===== config.mk =====
export PLATFORM = sky130hd
export DESIGN_NAME = rba_queue
export DESIGN_NICKNAME = d
export VERILOG_FILES = /design/src/rtl/core/refcounted_block_allocator_macros.svh /design/src/rtl/core/rba_pkg.sv /design/src/rtl/core/rba_queue.sv
export SDC_FILE = /design/constraint.sdc
export NUM_CORES = 1
export LEC_CHECK = 0
export BUFFER_PORTS_ARGS = -buffer_cell sky130_fd_sc_hd__buf_2
export CAP_MARGIN = 10
export CORE_ASPECT_RATIO = 1.25
export CORE_MARGIN = 5
export CORE_UTILIZATION = 25
export DETAILED_ROUTE_END_ITERATION = 10
export PLACE_DENSITY = 0.55
export RECOVER_POWER = 25
export SETUP_SLACK_MARGIN = 0.05
export SKIP_CTS_REPAIR_TIMING = 1
export SLEW_MARGIN = 40
export SYNTH_ARGS = -nofsm -noshare
export SYNTH_HDL_FRONTEND = slang
export SYNTH_SLANG_ARGS = --single-unit

===== constraint.sdc =====
create_clock -name clk -period 4.8 [get_ports clk]
set_input_delay 0.24 -clock clk [delete_from_list [all_inputs] [get_ports clk]]
set_output_delay 0.24 -clock clk [all_outputs]
set_load 0.02 [all_outputs]

===== src/rtl/core/refcounted_block_allocator_macros.svh =====
// Assertion macros used by the allocator executor (rba_back).
`ifndef REFCOUNTED_BLOCK_ALLOCATOR_MACROS_SVH
`define REFCOUNTED_BLOCK_ALLOCATOR_MACROS_SVH

// The consequent holds in the same cycle as the antecedent.
`define RBA_ASSERT_SAME(lbl, clk, rst_n, ante, cons, msg) \
  lbl: assert property (@(posedge clk) disable iff (!rst_n) (ante) |-> (cons)) \
    else $error(msg);

// The consequent holds in the cycle after the antecedent.
`define RBA_ASSERT_NEXT(lbl, clk, rst_n, ante, cons, msg) \
  lbl: assert property (@(posedge clk) disable iff (!rst_n) (ante) |=> (cons)) \
    else $error(msg);

`endif


===== src/rtl/core/rba_pkg.sv =====
package rba_pkg;

  localparam int unsigned MAX_BLOCKS = 4096;

  localparam int unsigned OP_W  = 3;
  localparam int unsigned FI_W  = 12;
  localparam int unsigned CNT_W = 16;
  localparam int unsigned BC_W  = 13;
  localparam int unsigned ST_W  = 2;
  localparam int unsigned FB_W  = 13;

  localparam logic [BC_W-1:0] BLOCK_COUNT_RESET = 13'd4096;
  localparam logic [CNT_W-1:0] COUNT_MAX = 16'hFFFF;

  localparam logic [OP_W-1:0] OP_ALLOC_FIRST = 3'd0;
  localparam logic [OP_W-1:0] OP_ALLOC_AT    = 3'd1;
  localparam logic [OP_W-1:0] OP_FREE        = 3'd2;
  localparam logic [OP_W-1:0] OP_SET_RANGE   = 3'd3;
  localparam logic [OP_W-1:0] OP_COUNT_FREE  = 3'd4;

  localparam logic [ST_W-1:0] ST_OK    = 2'd0;
  localparam logic [ST_W-1:0] ST_NONE  = 2'd1;
  localparam logic [ST_W-1:0] ST_RANGE = 2'd2;

  typedef enum logic [2:0] {
    CMD_DONE,
    CMD_FIRST,
    CMD_AT,
    CMD_FREE,
    CMD_RANGE,
    CMD_COUNT
  } cmd_kind_t;

  typedef struct packed {
    cmd_kind_t         kind;
    logic [FI_W-1:0]   first;
    logic [FI_W-1:0]   last;
    logic [CNT_W-1:0]  cnt;
    logic              rsv;
    logic [ST_W-1:0]   status;
    logic [FI_W-1:0]   idx;
  } cmd_t;

  typedef struct packed {
    logic clearing;
  } back_stat_t;

endpackage


===== src/rtl/core/rba_queue.sv =====
module rba_queue import rba_pkg::*; (
  input  logic clk,
  input  logic rst_n,
  input  cmd_t wr_cmd,
  input  logic wr_valid,
  output logic wr_ready,
  output cmd_t rd_cmd,
  output logic rd_valid,
  input  logic rd_ready
);

  cmd_t       slot_r [2];
  logic       wp_r;
  logic       rp_r;
  logic [1:0] fill_r;
  logic       wr_go;
  logic       rd_go;

  assign wr_ready = fill_r != 2'd2;
  assign rd_valid = fill_r != 2'd0;
  assign rd_cmd   = slot_r[rp_r];
  assign wr_go    = wr_valid && wr_ready;
  assign rd_go    = rd_valid && rd_ready;

  always_ff @(posedge clk) begin
    if (wr_go) begin
      slot_r[wp_r] <= wr_cmd;
    end
  end

  always_ff @(posedge clk) begin
    if (!rst_n) begin
      wp_r   <= 1'b0;
      rp_r   <= 1'b0;
      fill_r <= 2'd0;
    end else begin
      if (wr_go) begin
        wp_r <= !wp_r;
      end
      if (rd_go) begin
        rp_r <= !rp_r;
      end
      if (wr_go && !rd_go) begin
        fill_r <= fill_r + 2'd1;
      end else if (rd_go && !wr_go) begin
        fill_r <= fill_r - 2'd1;
      end
    end
  end

endmodule


# [Yosys cells after proc, flatten, opt, wreduce, memory -nomap -nowiden]
# Memories as Yosys holds them, arrays and structs flattened. A register that Yosys moved wholly into a read port is not among the register bits.
# Index checks and enable logic that the tools add are counted.
[word_totals] register_bits=4 ram_bits=116 output_inout_bits=60 word_cells=23 mem_count=1
[classes] n_addsub=2 n_eq_ne=1 n_mux=6 n_reduce_logical=10
[memory_table] memory="slot_r" words=2 word_bits=58 read_ports=1 rd_ports_with_merged_regs=1 write_ports=1 line="rba_queue.sv:12" source="cmd_t slot_r [2];"
[op_table] operator="logical AND 1 bit" n=4
[op_table] operator="zero test 1 bit" n=4
[op_table] operator="2-to-1 mux 1 bit" n=4
[op_table] operator="2-to-1 mux 2 bit" n=2
[op_table] operator="nonzero test 2 bit" n=2
[op_table] operator="adder 2 x 1 -> 2 bit, second input constant" n=1
[op_table] operator="!= test 2 bit, second input constant" n=1
[op_table] operator="subtractor 2 x 1 -> 2 bit, second input constant" n=1

# [Logic depth before layout (Yosys ltp)]
[depth] ltp_word=6 depth_mapped=6 depth_no_buf=6

# [Worst setup path after synthesis]
# No wires, ideal clock.
[synth_path] kind="register to register" start="reg fill_r[0]" end="mem slot_r[1][0] (netlist bit), enable pin" t_arrival_ns=2.022 t_required_ns=4.378 path_slack_ns=2.356 path_stages_with_launch=3 n_path_buf=0 period_less_slack_ns=2.444 path_cell_list="dfxtp_1 -> nand2b_4 -> and3_1"
[synth_between] elab_chain_cells=4
[synth_lines] element="from (decl)" line="rba_queue.sv:15" source="logic [1:0] fill_r;"
[synth_lines] element="from (signal assigned)" line="rba_queue.sv:44" source="fill_r <= fill_r + 2'd1;"
[synth_lines] element="from (signal assigned)" line="rba_queue.sv:46" source="fill_r <= fill_r - 2'd1;"
[synth_lines] element="!= test 2 bit" line="rba_queue.sv:19" source="assign wr_ready = fill_r != 2'd2;"
[synth_lines] element="net wr_ready" line="rba_queue.sv:6" source="output logic wr_ready,"
[synth_lines] element="logical AND 1 bit" line="rba_queue.sv:22" source="assign wr_go = wr_valid && wr_ready;"
[synth_lines] element="2-to-1 mux 1 bit" line="rba_queue.sv:26" source="if (wr_go) begin"
[synth_lines] element="2-to-1 mux 1 bit (not written as such)" line="rba_queue.sv:27" source="slot_r[wp_r] <= wr_cmd;"
[synth_lines] element="to (decl)" line="rba_queue.sv:12"
# The timed path passes the listed nets, and every way through them passes these cells.

==> flow_metrics.py <==
metrics = {
    "worst_setup_path": {
        "critPathArrivalTime_ps": 2210,
        "number_of_cells_on_the_critical_path": 3,
        "crit-reg2reg-capture": "slot_r[1][37]",
        "crit_path_end_kind": "output pin",
        "cp_cell_sequence": "buf_4, mux2_2, buf_2",
        "regToRegStartpoint": "fill_r[0]",
        "timing.critical_path.to": "rd_cmd[2]",
        "worst_path_largest_cell_delay_ps": 670,
        "critPathKind": "reg -> out",
        "critical_path_peak_fanout": 37,
        "worstRegToRegCells": 3,
        "worst-path-buf-inv": 2,
        "critPathRequiredTime_ps": 4560,
        "critical-path-top-delay-family": "buffers and inverters",
        "timing.critical_path.from_type": "register",
        "crit_slowest_cell": "sky130_fd_sc_hd__dfxtp_2",
        "setup.reg_to_reg.worst_slack_ps": 2690,
    },
    "sta": {
        "worst_slew_pin_slew_ps": 587,
        "achievable-frequency_ghz": 0.408,
        "finalHoldViolCount": 0,
        "slew_headroom_pct": 60.9,
        "finClkSkew_ps": 4.51,
        "rsz_0062_raised_after_global_routing": "no",
        "tns_ps": 0,
        "timing.final.crit_share_pct": 51.1,
        "setup_violations": 0,
        "drv_slew": 0,
        "post_route_minimum_period_ps": 2450,
    },
    "flow_run": {
        "max_cap_violations": 0,
    },
    "finish": {
        "insertedDiodeCount": 0,
        "post_layout_nonfiller_instances": 579,
        "mostFrequentLayoutCell": "sky130_fd_sc_hd__edfxtp_1",
        "flow.area_growth_from_synthesis_pct": 32.2,
        "drive_gt1_share_pct": 54.9,
        "num-nets-final": 405,
        "final_cell_mix": "116 x sky130_fd_sc_hd__edfxtp_1, 103 x sky130_fd_sc_hd__buf_2, 58 x sky130_fd_sc_hd__mux2_2",
    },
    "global_route": {
        "grt_pass1_vias": 2642,
        "globalRouteTotalUtil_pct": 8.97,
        "overflow": 0,
        "grt_pass1_wl_um": 13900,
        "antenna_found_initial": 0,
        "largest_net_degree_at_the_start_of_global_routing": 38,
    },
    "yosys": {
        "ys_ff_latch": 121,
        "main_combinational_cell_family_by_area_after_synthesis": "multiplexers",
        "synth.lib_cells_used.distinct": 21,
        "async_flop_share_pct": 0,
        "synth-xor-area-share_pct": 0.594,
        "yosys.area_share.simple_pct": 1.47,
        "number_of_flops_mapped_to_enable_cells_by_yosys": 116,
        "synth-compound-area-share_pct": 0.792,
        "postSynthCellCount": 204,
        "ys_seq_area_share_pct": 81.0,
        "yosysWarningCount": 0,
        "syn-mean-instance-area_um2": 21.7,
        "synth_adder_area_share_pct": 0.283,
        "syn_area_mm2": 0.00442,
        "post_synth_mux_area_share_pct": 14.8,
        "mappedNetlistNets": 267,
        "ys.flop_type": "sky130_fd_sc_hd__edfxtp_1",
    },
    "placement": {
        "gp_routability_congestion": 0.652,
        "placedCellCount": 546,
        "dp_hpwl_um": 5970,
        "numPortBuffers": 121,
    },
    "power_and_ir_drop": {
        "power-per-cell-area_mw_per_mm2": 583,
        "power.static_leakage_nw": 2.12,
        "max-vdd-ir-drop_mv": 0.245,
    },
    "die": {
        "die_area_mm2": 0.0205,
        "fp.coreArea_mm2": 0.0174,
        "io_pins": 122,
        "row_count": 54,
        "floorplan.initialDensity_pct": 25.4,
        "die-height_um": 159,
        "die_width_um": 129,
    },
    "route": {
        "totalWireLength_um": 8990,
        "drt-wirelength-per-cell_um": 15.5,
        "residual_drc_count": 0,
        "avgViaCountPerCell": 4.05,
        "drt_iter0_markers": 98,
        "via_count": 2347,
        "ant_nets": 0,
        "first_pass_iters": 4,
    },
    "clock_network": {
        "cts_tree": "yes",
        "cts-htree-levels": 4,
        "clk_pin_slew_worst_paths_ps": 50,
        "cts_made_buffers": 17,
        "worstSkewPairLatency_ps": 400,
        "cts_num_sinks": 121,
        "cts-root-to-sink-buffers": 2,
        "ctsRootBufferMaster": "sky130_fd_sc_hd__clkbuf_16",
    },
    "status": {
        "run_status": "complete, no violations",
    },
    "min_path": {
        "worst_hold_path_type": "in -> reg",
    },
}
==> metal layers <==
metal | up-vias | wire, µm | GRT usage (%)
met5 | - | 0 | 0
met4 | 0 | 135 | 4.15
met3 | 11 | 641 | 4.03
met2 | 70 | 4790 | 15.4
met1 | 1184 | 3420 | 9.27
li1 | 1082 | - | -
==> cell type report <==
| cell class | instances | area, µm² |
|---|---|---|
| multi-input cells | 76 | 793 |
| clock inverters | 11 | 129 |
| repair buffers | 125 | 616 |
| clock buffers | 21 | 440 |
| well taps | 224 | 280 |
| inverters | 1 | 3.75 |
| flip-flops and latches | 121 | 3580 |
| fillers | 1732 | 11600 |
==> worst min path at each step <==
stage	to	cells past startpoint	from	slack [ps]
floorplan	slot_r[0][0]	0	wr_cmd[0]	340
global placement	slot_r[0][13]	1	wr_cmd[13]	430
detailed placement	slot_r[1][16]	1	wr_cmd[16]	430
CTS	slot_r[0][16]	1	wr_cmd[16]	2
global route	slot_r[0][35]	1	wr_cmd[35]	0.2
finish	slot_r[1][16]	1	wr_cmd[16]	30
==> where the power goes <==
group          total [W]  switching, W  leakage (nW)  internal [W]
sequential       0.00138     0.0000603          1.12       0.00132
clock            0.00123      0.000425         0.277      0.000806
combinational   0.000796      0.000470         0.719      0.000326
total            0.00341      0.000955          2.12       0.00246
==> Yosys cell counts, types with 2 or more instances <==
cell type                  number  share of area (%)
sky130_fd_sc_hd__and2_1         4               0.57
sky130_fd_sc_hd__buf_2          3               0.34
sky130_fd_sc_hd__buf_6          2               0.51
sky130_fd_sc_hd__dfxtp_1        5                2.3
sky130_fd_sc_hd__edfxtp_1     116                 79
sky130_fd_sc_hd__mux2_2        58                 15
sky130_fd_sc_hd__xnor2_1        2               0.40
==> kinds of logic (layout without fill, tap and decap cells) <==
logic type,after synthesis,after routing
buffers and inverters,7,158
and+or+nand+nor,9,9
muxes,58,58
AOI/OAI and AO/OA,5,5
adders and majority gates,1,1
xor gates and xnor gates,3,3
DFF,121,121
==> registers in the layout (all words and copies together) (netlist names), named ones only <==
| register | cells |
|---|---|
| slot_r | 116 |
| wp_r | 1 |
| fill_r | 2 |
| rp_r | 1 |
==> metrics by stage <==
step	total power, W	hold slack (ps)	setup slack [ps]	util [%]	area, µm²
after CTS	0.00348	1.70	2230	33.6	5860
after global placement	0.00221	431	2680	30.3	5290
after floorplan	0.00196	339	2360	-	4420
final	0.00341	27.4	2350	33.5	5850
after global routing	0.00357	0.246	2180	33.5	5850
after detailed placement	0.00223	431	2650	30.3	5290
No activity file was read; power rests on OpenSTA's default activity.
