## config.mk

```make
export PLATFORM = sky130hd
export DESIGN_NAME = rba_front_flat
export DESIGN_NICKNAME = d
export VERILOG_FILES = /design/src/rtl/core/refcounted_block_allocator_macros.svh /design/src/rtl/core/rba_pkg.sv /design/src/rtl/core/rba_if.sv /design/src/rtl/core/rba_front.sv /design/src/flat_wrapper.sv
export SDC_FILE = /design/constraint.sdc
export NUM_CORES = 1
export LEC_CHECK = 0
export CAP_MARGIN = 20
export CORE_MARGIN = 2
export CORE_UTILIZATION = 55
export DETAILED_ROUTE_END_ITERATION = 10
export DONT_BUFFER_PORTS = 1
export GPL_ROUTABILITY_DRIVEN = 1
export PLACE_DENSITY = 0.76
export SLEW_MARGIN = 5
export SYNTH_ARGS = -nofsm -noshare
export SYNTH_HDL_FRONTEND = slang
export SYNTH_SLANG_ARGS = --single-unit
```

## constraint.sdc

```tcl
create_clock -name clk -period 10.5 [get_ports clk]
set_clock_uncertainty 0.05 [all_clocks]
set_input_delay 2.1 -clock clk [delete_from_list [all_inputs] [get_ports clk]]
set_output_delay 2.1 -clock clk [all_outputs]
set_load 0.02 [all_outputs]
```

## src/rtl/core/refcounted_block_allocator_macros.svh

```systemverilog
// Assertion macros used by the allocator executor (rba_back).
`ifndef REFCOUNTED_BLOCK_ALLOCATOR_MACROS_SVH
`define REFCOUNTED_BLOCK_ALLOCATOR_MACROS_SVH

// The consequent holds in the same cycle as the antecedent.
`define RBA_ASSERT_SAME(lbl, clk, rst_n, ante, cons, msg) \
  lbl: assert property (@(posedge clk) disable iff (!rst_n) (ante) |-> (cons)) \
    else $error(msg);

// The consequent holds in the cycle after the antecedent.
`define RBA_ASSERT_NEXT(lbl, clk, rst_n, ante, cons, msg) \
  lbl: assert property (@(posedge clk) disable iff (!rst_n) (ante) |=> (cons)) \
    else $error(msg);

`endif

```

## src/rtl/core/rba_pkg.sv

```systemverilog
package rba_pkg;

  localparam int unsigned MAX_BLOCKS = 4096;

  localparam int unsigned OP_W  = 3;
  localparam int unsigned FI_W  = 12;
  localparam int unsigned CNT_W = 16;
  localparam int unsigned BC_W  = 13;
  localparam int unsigned ST_W  = 2;
  localparam int unsigned FB_W  = 13;

  localparam logic [BC_W-1:0] BLOCK_COUNT_RESET = 13'd4096;
  localparam logic [CNT_W-1:0] COUNT_MAX = 16'hFFFF;

  localparam logic [OP_W-1:0] OP_ALLOC_FIRST = 3'd0;
  localparam logic [OP_W-1:0] OP_ALLOC_AT    = 3'd1;
  localparam logic [OP_W-1:0] OP_FREE        = 3'd2;
  localparam logic [OP_W-1:0] OP_SET_RANGE   = 3'd3;
  localparam logic [OP_W-1:0] OP_COUNT_FREE  = 3'd4;

  localparam logic [ST_W-1:0] ST_OK    = 2'd0;
  localparam logic [ST_W-1:0] ST_NONE  = 2'd1;
  localparam logic [ST_W-1:0] ST_RANGE = 2'd2;

  typedef enum logic [2:0] {
    CMD_DONE,
    CMD_FIRST,
    CMD_AT,
    CMD_FREE,
    CMD_RANGE,
    CMD_COUNT
  } cmd_kind_t;

  typedef struct packed {
    cmd_kind_t         kind;
    logic [FI_W-1:0]   first;
    logic [FI_W-1:0]   last;
    logic [CNT_W-1:0]  cnt;
    logic              rsv;
    logic [ST_W-1:0]   status;
    logic [FI_W-1:0]   idx;
  } cmd_t;

  typedef struct packed {
    logic clearing;
  } back_stat_t;

endpackage

```

## src/rtl/core/rba_if.sv

```systemverilog
interface rba_in_if import rba_pkg::*; ();
  logic             valid;
  logic             ready;
  logic [OP_W-1:0]  op;
  logic [FI_W-1:0]  first_index;
  logic [FI_W-1:0]  last_index;
  logic [CNT_W-1:0] use_count;
  logic             reserved_flag;
  modport source (output valid, op, first_index, last_index, use_count, reserved_flag,
                  input ready);
  modport sink (input valid, op, first_index, last_index, use_count, reserved_flag,
                output ready);
endinterface


interface rba_cfg_if import rba_pkg::*; ();
  logic            valid;
  logic            ready;
  logic [BC_W-1:0] data;
  modport source (output valid, data, input ready);
  modport sink (input valid, data, output ready);
endinterface

```

## src/rtl/core/rba_front.sv

```systemverilog
module rba_front import rba_pkg::*; (
  input  logic       clk,
  input  logic       rst_n,
  rba_in_if.sink     in_ch,
  rba_cfg_if.sink    cfg_ch,
  output cmd_t       cmd,
  output logic       cmd_valid,
  input  logic       cmd_ready,
  input  back_stat_t bstat
);

  logic [BC_W-1:0] blk_cnt_r;
  logic [BC_W-1:0] n;
  logic [BC_W-1:0] n_m1;
  logic [FI_W-1:0] last_c;
  logic            in_rng;

  assign cfg_ch.ready = 1'b1;

  always_ff @(posedge clk) begin
    if (!rst_n) begin
      blk_cnt_r <= BLOCK_COUNT_RESET;
    end else if (cfg_ch.valid) begin
      blk_cnt_r <= cfg_ch.data;
    end
  end

  assign in_ch.ready = cmd_ready && !bstat.clearing;
  assign cmd_valid   = in_ch.valid && !bstat.clearing;

  always_comb begin
    if (32'(blk_cnt_r) > MAX_BLOCKS) begin
      n = BC_W'(MAX_BLOCKS);
    end else begin
      n = blk_cnt_r;
    end
    n_m1   = n - 1'b1;
    in_rng = {1'b0, in_ch.first_index} < n;
    if ({1'b0, in_ch.last_index} > n_m1) begin
      last_c = n_m1[FI_W-1:0];
    end else begin
      last_c = in_ch.last_index;
    end

    cmd.kind   = CMD_DONE;
    cmd.first  = in_ch.first_index;
    cmd.last   = last_c;
    cmd.cnt    = in_ch.use_count;
    cmd.rsv    = in_ch.reserved_flag;
    cmd.status = ST_OK;
    cmd.idx    = in_ch.first_index;

    case (in_ch.op)
      OP_ALLOC_FIRST, OP_ALLOC_AT, OP_FREE, OP_SET_RANGE: begin
        if (!in_rng) begin
          cmd.status = ST_RANGE;
        end else if (in_ch.op == OP_ALLOC_FIRST) begin
          cmd.kind = CMD_FIRST;
          cmd.last = n_m1[FI_W-1:0];
        end else if (in_ch.op == OP_ALLOC_AT) begin
          cmd.kind = CMD_AT;
        end else if (in_ch.op == OP_FREE) begin
          cmd.kind = CMD_FREE;
        end else if (in_ch.first_index <= last_c) begin
          cmd.kind = CMD_RANGE;
        end
      end
      OP_COUNT_FREE: begin
        cmd.idx   = '0;
        cmd.first = '0;
        cmd.last  = n_m1[FI_W-1:0];
        if (n != '0) begin
          cmd.kind = CMD_COUNT;
        end
      end
      default: begin
        cmd.status = ST_RANGE;
        cmd.idx    = '0;
      end
    endcase
  end

endmodule

```

## src/flat_wrapper.sv

```systemverilog
// flat-port wrapper written by rule: the top's interface ports become plain ports
module rba_front_flat import rba_pkg::*;
  (clk, rst_n, cmd, cmd_valid, cmd_ready, bstat, in_ch_valid, in_ch_op, in_ch_first_index, in_ch_last_index, in_ch_use_count, in_ch_reserved_flag, in_ch_ready, cfg_ch_valid, cfg_ch_data, cfg_ch_ready);
  rba_in_if in_ch_i ();
  rba_cfg_if cfg_ch_i ();
  input  logic clk;
  input  logic rst_n;
  output cmd_t cmd;
  output logic cmd_valid;
  input  logic cmd_ready;
  input  back_stat_t bstat;
  input wire logic [$bits(in_ch_i.valid)-1:0] in_ch_valid;
  input wire logic [$bits(in_ch_i.op)-1:0] in_ch_op;
  input wire logic [$bits(in_ch_i.first_index)-1:0] in_ch_first_index;
  input wire logic [$bits(in_ch_i.last_index)-1:0] in_ch_last_index;
  input wire logic [$bits(in_ch_i.use_count)-1:0] in_ch_use_count;
  input wire logic [$bits(in_ch_i.reserved_flag)-1:0] in_ch_reserved_flag;
  output wire logic [$bits(in_ch_i.ready)-1:0] in_ch_ready;
  input wire logic [$bits(cfg_ch_i.valid)-1:0] cfg_ch_valid;
  input wire logic [$bits(cfg_ch_i.data)-1:0] cfg_ch_data;
  output wire logic [$bits(cfg_ch_i.ready)-1:0] cfg_ch_ready;
  assign in_ch_i.valid = in_ch_valid;
  assign in_ch_i.op = in_ch_op;
  assign in_ch_i.first_index = in_ch_first_index;
  assign in_ch_i.last_index = in_ch_last_index;
  assign in_ch_i.use_count = in_ch_use_count;
  assign in_ch_i.reserved_flag = in_ch_reserved_flag;
  assign in_ch_ready = in_ch_i.ready;
  assign cfg_ch_i.valid = cfg_ch_valid;
  assign cfg_ch_i.data = cfg_ch_data;
  assign cfg_ch_ready = cfg_ch_i.ready;
  rba_front u_core (.clk(clk), .rst_n(rst_n), .in_ch(in_ch_i), .cfg_ch(cfg_ch_i), .cmd(cmd), .cmd_valid(cmd_valid), .cmd_ready(cmd_ready), .bstat(bstat));
endmodule
```

### Word-level counts from Yosys, hierarchy flattened

Cells that the tools add are included.

| storage, ports and cells | value |
|---|---|
| register bits after elaboration | 13 |
| bits of input ports | 63 |

| cells by class | value |
|---|---|
| eq/ne operators | 4 |
| add/sub/neg operators | 1 |
| mux-type cells | 16 |
| order comparisons | 4 |
| reduce and logical (&&, ||, !) cells | 6 |

Operator list:

| cell | number |
|---|---|
| 2-to-1 mux 12 bit | 5 |
| case mux 12 bit (2 select lines) | 1 |
| 2-to-1 mux 3 bit | 6 |
| > comparator 12 x 13 -> 1 bit | 1 |
| > comparator 13 bit, second input constant | 1 |
| less-than comparator 12 x 13 -> 1 bit | 1 |
| 2-to-1 mux 13 bit | 1 |
| nonzero test 13 bit | 1 |
| subtractor 13 x 1 -> 13 bit, second input constant | 1 |
| less-or-equal comparator 12 bit | 1 |
| == test 3 x 2 -> 1 bit, second input constant | 2 |
| case mux 3 bit (2 select lines) | 1 |
| case mux 2 bit (2 select lines) | 1 |
| OR reduction 4 bit | 1 |
| == test 3 x 1 -> 1 bit, second input constant | 1 |
| == test 3 bit, second input constant | 1 |
| zero test 3 bit | 1 |
| logical AND 1 bit | 2 |
| 2-to-1 mux 2 bit | 1 |
| zero test 1 bit | 1 |

### Longest topological paths before layout

| logic depth | value |
|---|---|
| depth in word-level cells | 12 |
| mapped depth | 29 |

### Worst setup path before layout

Ideal clock, no wire load.

| path | value |
|---|---|
| path kind | input -> output |
| start point | input port in_ch_last_index[1] |
| end point | output port cmd[57] in the netlist's numbering |
| data arrival time | 5.379 ns |
| cell stages on the path | 17 |
| path buffers | 1 |
| required time | 8.350 ns |
| setup slack | 2.971 ns |
| cells stage by stage | ha_1 > nor2b_1 > o21ai_0 > a21oi_1 > o221ai_1 > a2111o_1 > a21oi_2 > buf_4 > o21ai_0 > ha_1 > and3_1 > nand3_1 > or3_1 > o22a_1 > a221o_1 > o211ai_1 > o211ai_2 |

RTL lines:

| element | RTL line | text |
|---|---|---|
| start, declared | flat_wrapper.sv:15 | `input wire logic [$bits(in_ch_i.last_index)-1:0] in_ch_last_index;` |
| end, declared | flat_wrapper.sv:8 | `output cmd_t cmd;` |

==> load_flow_metrics.sql <==
INSERT INTO impl_metrics (metric_group, metric, value, unit) VALUES
('layout', 'final_layout_size_suffix_gt1_frac', '0.0503', ''),
('sta', 'fin_tns_setup', '0', 'ns'),
('global_routing', 'global_route.overflow_total', '0', ''),
('layout', 'top_regs', 'u_core.blk_cnt_r (13)', ''),
('die', 'chipWidth', '70.2', 'um'),
('sta', 'period_share', '0.787', ''),
('synthesis', 'synth_top_family_by_area', 'simple AND/OR/NAND/NOR gates', ''),
('sta', 'slew_headroom', '0.567', ''),
('synthesis', 'seq_area_frac_synth', '0.108', ''),
('synthesis', 'synthArstFlopShare', '0', ''),
('synthesis', 'dominantRegCellSynth', 'sky130_fd_sc_hd__dfxtp_1', ''),
('clocking', 'htreeDepth', '1', ''),
('layout', 'max_flop_register', 'u_core.blk_cnt_r', ''),
('setup_path', 'number_of_buffer_and_inverter_stages_on_the_critical_path', '2', ''),
('outcome', 'status', 'finished clean', ''),
('clocking', 'clock-sinks', '13', ''),
('sta', 'timing_max_transition_violations_final', '0', ''),
('die', 'initial_core_util', '0.562', ''),
('synthesis', 'post_synth_xor_area_fraction', '0.0218', ''),
('power', 'seq_power_share', '0.264', ''),
('global_routing', 'number_of_antenna_violations_at_the_first_check_in_global_routing', '1', ''),
('setup_path', 'register_to_register_path_setup_slack', '8.97', 'ns'),
('clocking', 'postCtsResizedCells', '0', ''),
('setup_path', 'worst_ep_arrival_time', '6.11', 'ns'),
('synthesis', 'proportion_of_netlist_area_held_by_the_largest_area_contributor', '0.171', ''),
('run', 'max_cap_violations', '0', ''),
('layout', 'area.growth.synth_to_final', '-3.42', '%'),
('setup_path', 'critPathTopFamily', 'compound AO/OA/AOI/OAI gates', ''),
('synthesis', 'fraction_of_synthesized_area_in_multiplexers', '0.101', ''),
('sta', 'period_needed', '8.26', 'ns'),
('synthesis', 'synth_compound_gate_area_share', '0.201', ''),
('layout', 'area.sequential', '260', 'sq um'),
('setup_path', 'required_arrival_time_at_the_worst_endpoint', '8.35', 'ns'),
('synthesis', 'ys_top_cells_by_area', 'sky130_fd_sc_hd__ha_1, sky130_fd_sc_hd__dfxtp_1, sky130_fd_sc_hd__nor2b_1, sky130_fd_sc_hd__mux2i_1, sky130_fd_sc_hd__buf_4', ''),
('die', 'floorplan.rows', '24', ''),
('global_routing', 'maximum_number_of_pins_on_one_net_before_global_route_repair', '20', ''),
('die', 'floorplan.core_area', '4290', 'sq um'),
('power', 'clock_power_share', '0.199', ''),
('drt', 'drc', '0', ''),
('power', 'power.net_switching', '0.101', 'mW'),
('clocking', 'worstSkewPairLatency', '0.24', 'ns'),
('placed_design', 'routability_congestion_estimate_from_global_placement', '0.874', ''),
('power', 'power.share.switching', '0.450', ''),
('synthesis', 'synthDominantAreaCellType', 'sky130_fd_sc_hd__ha_1', ''),
('synthesis', 'number_of_synthesized_flops_with_an_enable_pin', '0', ''),
('power', 'power.internal', '0.123', 'mW'),
('drt', 'post_drt_via_cell_ratio', '6.28', ''),
('global_routing', 'grt_usage', '0.250', ''),
('drt', 'drtAntennaViolNets', '0', ''),
('power', 'power.combinational.fraction', '0.537', ''),
('clocking', 'numCtsBuffers', '3', ''),
('placed_design', 'portBuffers', '0', ''),
('drt', 'vias', '2205', ''),
('clocking', 'tritoncts', 'done', ''),
('layout', 'core_util_final', '0.543', ''),
('clocking', 'cts.clk_slew.worst_paths', '0.05', 'ns'),
('drt', 'drt_first_pass_iters', '4', ''),
('sta', 'setup_viol_count_final', '0', ''),
('global_routing', 'grt_pass1_vias', '2078', ''),
('die', 'io_pins', '124', ''),
('setup_path', 'cpPeakStageDelay', '0.72', 'ns'),
('synthesis', 'post_synth_inst_count', '328', ''),
('drt', 'detailedRoute.firstIterationViolations', '71', ''),
('sta', 'fmaxAchievable', '121', 'MHz'),
('synthesis', 'synth_cell_types', '53', ''),
('placed_design', 'hpwlAfterDp', '5380', 'um'),
('die', 'die_height', '70.2', 'um'),
('setup_path', 'critPathSlowestCell', 'sky130_fd_sc_hd__dfxtp_1', ''),
('min_path', 'min-delay-path-class', 'reg -> reg', ''),
('power', 'powerDensity', '95.9', 'nW/um^2'),
('layout', 'nets', '395', '');
## cell usage after synthesis (all sizes together), types with 3 or more instances
library cell,n
a211oi,4
a21o,5
a21oi,16
a31oi,3
and3,3
buf,23
clkbuf,12
dfxtp,13
ha,33
inv,12
mux2i,22
nand2,33
nand2b,4
nand3,4
nand4,6
nor2,21
nor2b,39
nor3,5
nor4,8
o211ai,3
o21a,3
o21ai,16
o31ai,3
or4,3
xnor2,4
## cell usage in the layout (no fill, tap or decap), drive strengths merged, types with 2 or more instances in the layout
cell,count
nor2b,39
nand2,33
ha,33
mux2i,22
nor2,21
o21ai,16
a21oi,16
dfxtp,13
inv,12
nor4,8
nand4,6
a21o,5
nor3,5
xnor2,4
nand2b,4
nand3,4
a211oi,4
or4,3
and3,3
o21a,3
a31oi,3
clkbuf,3
o31ai,3
o211ai,3
or3,2
o41ai,2
o221ai,2
o31a,2
a21boi,2
xor2,2
mux2,2
conb,2
clkinv,2
a22oi,2
## routing by layer
layer,wire [um],GRT usage
met5,0,0
met4,100,0.0534
met3,579,0.0592
met2,3000,0.436
met1,2640,0.312
## per-stage QoR
step                      worst slack, ns  area [sq um]  hold WS, ns  std cells  power, mW
after global routing                 1.55          2330        0.558        351      0.241
after CTS                            2.31          2330        0.525        350      0.224
after detailed placement             2.54          2280        0.518        346      0.179
after floorplan                      2.97          2410        0.476        328      0.172
final                                2.24          2330        0.526        351      0.223
after global placement               2.72          2280        0.507        346      0.177
## power groups by stage
stage               Combinational, mW  Clock [mW]  Sequential (mW)
floorplan                       0.117           0           0.0552
global placement                0.117           0           0.0597
detailed placement              0.119           0           0.0597
CTS                             0.119      0.0456           0.0587
global route                    0.133      0.0481           0.0597
finish                          0.120      0.0445           0.0589
## worst reg2reg max path: stages, from the launching register on
cell	delay, ns
sky130_fd_sc_hd__dfxtp_1	0.72
sky130_fd_sc_hd__clkinv_1	0.42
sky130_fd_sc_hd__o211ai_1	0.26
## path summary, 6_finish.rpt
path         cells past startpoint                    to                 start
max                             22               cmd[57]  u_core.blk_cnt_r[12]
min                              2   u_core.blk_cnt_r[1]   u_core.blk_cnt_r[1]
max reg2reg                      2  u_core.blk_cnt_r[12]  u_core.blk_cnt_r[12]
min reg2reg                      2   u_core.blk_cnt_r[1]   u_core.blk_cnt_r[1]
## area by class of cell
cell class,count,area share
flip-flops and latches,13,0.112
repair buffers,1,0.00322
clock buffers,3,0.0177
clock inverters,1,0.00215
diodes,1,0.00107
well taps,52,0.0279
multi-input cells,267,0.815
inverters,13,0.0209
## cells by family after synthesis
logic type / Yosys count
simple gates: 131
compound gates: 71
buf+inv: 48
fa+ha+maj: 33
mux: 24
flops: 13
xor+xnor: 6
other cells: 2
Power figures use the tool's default switching activity.
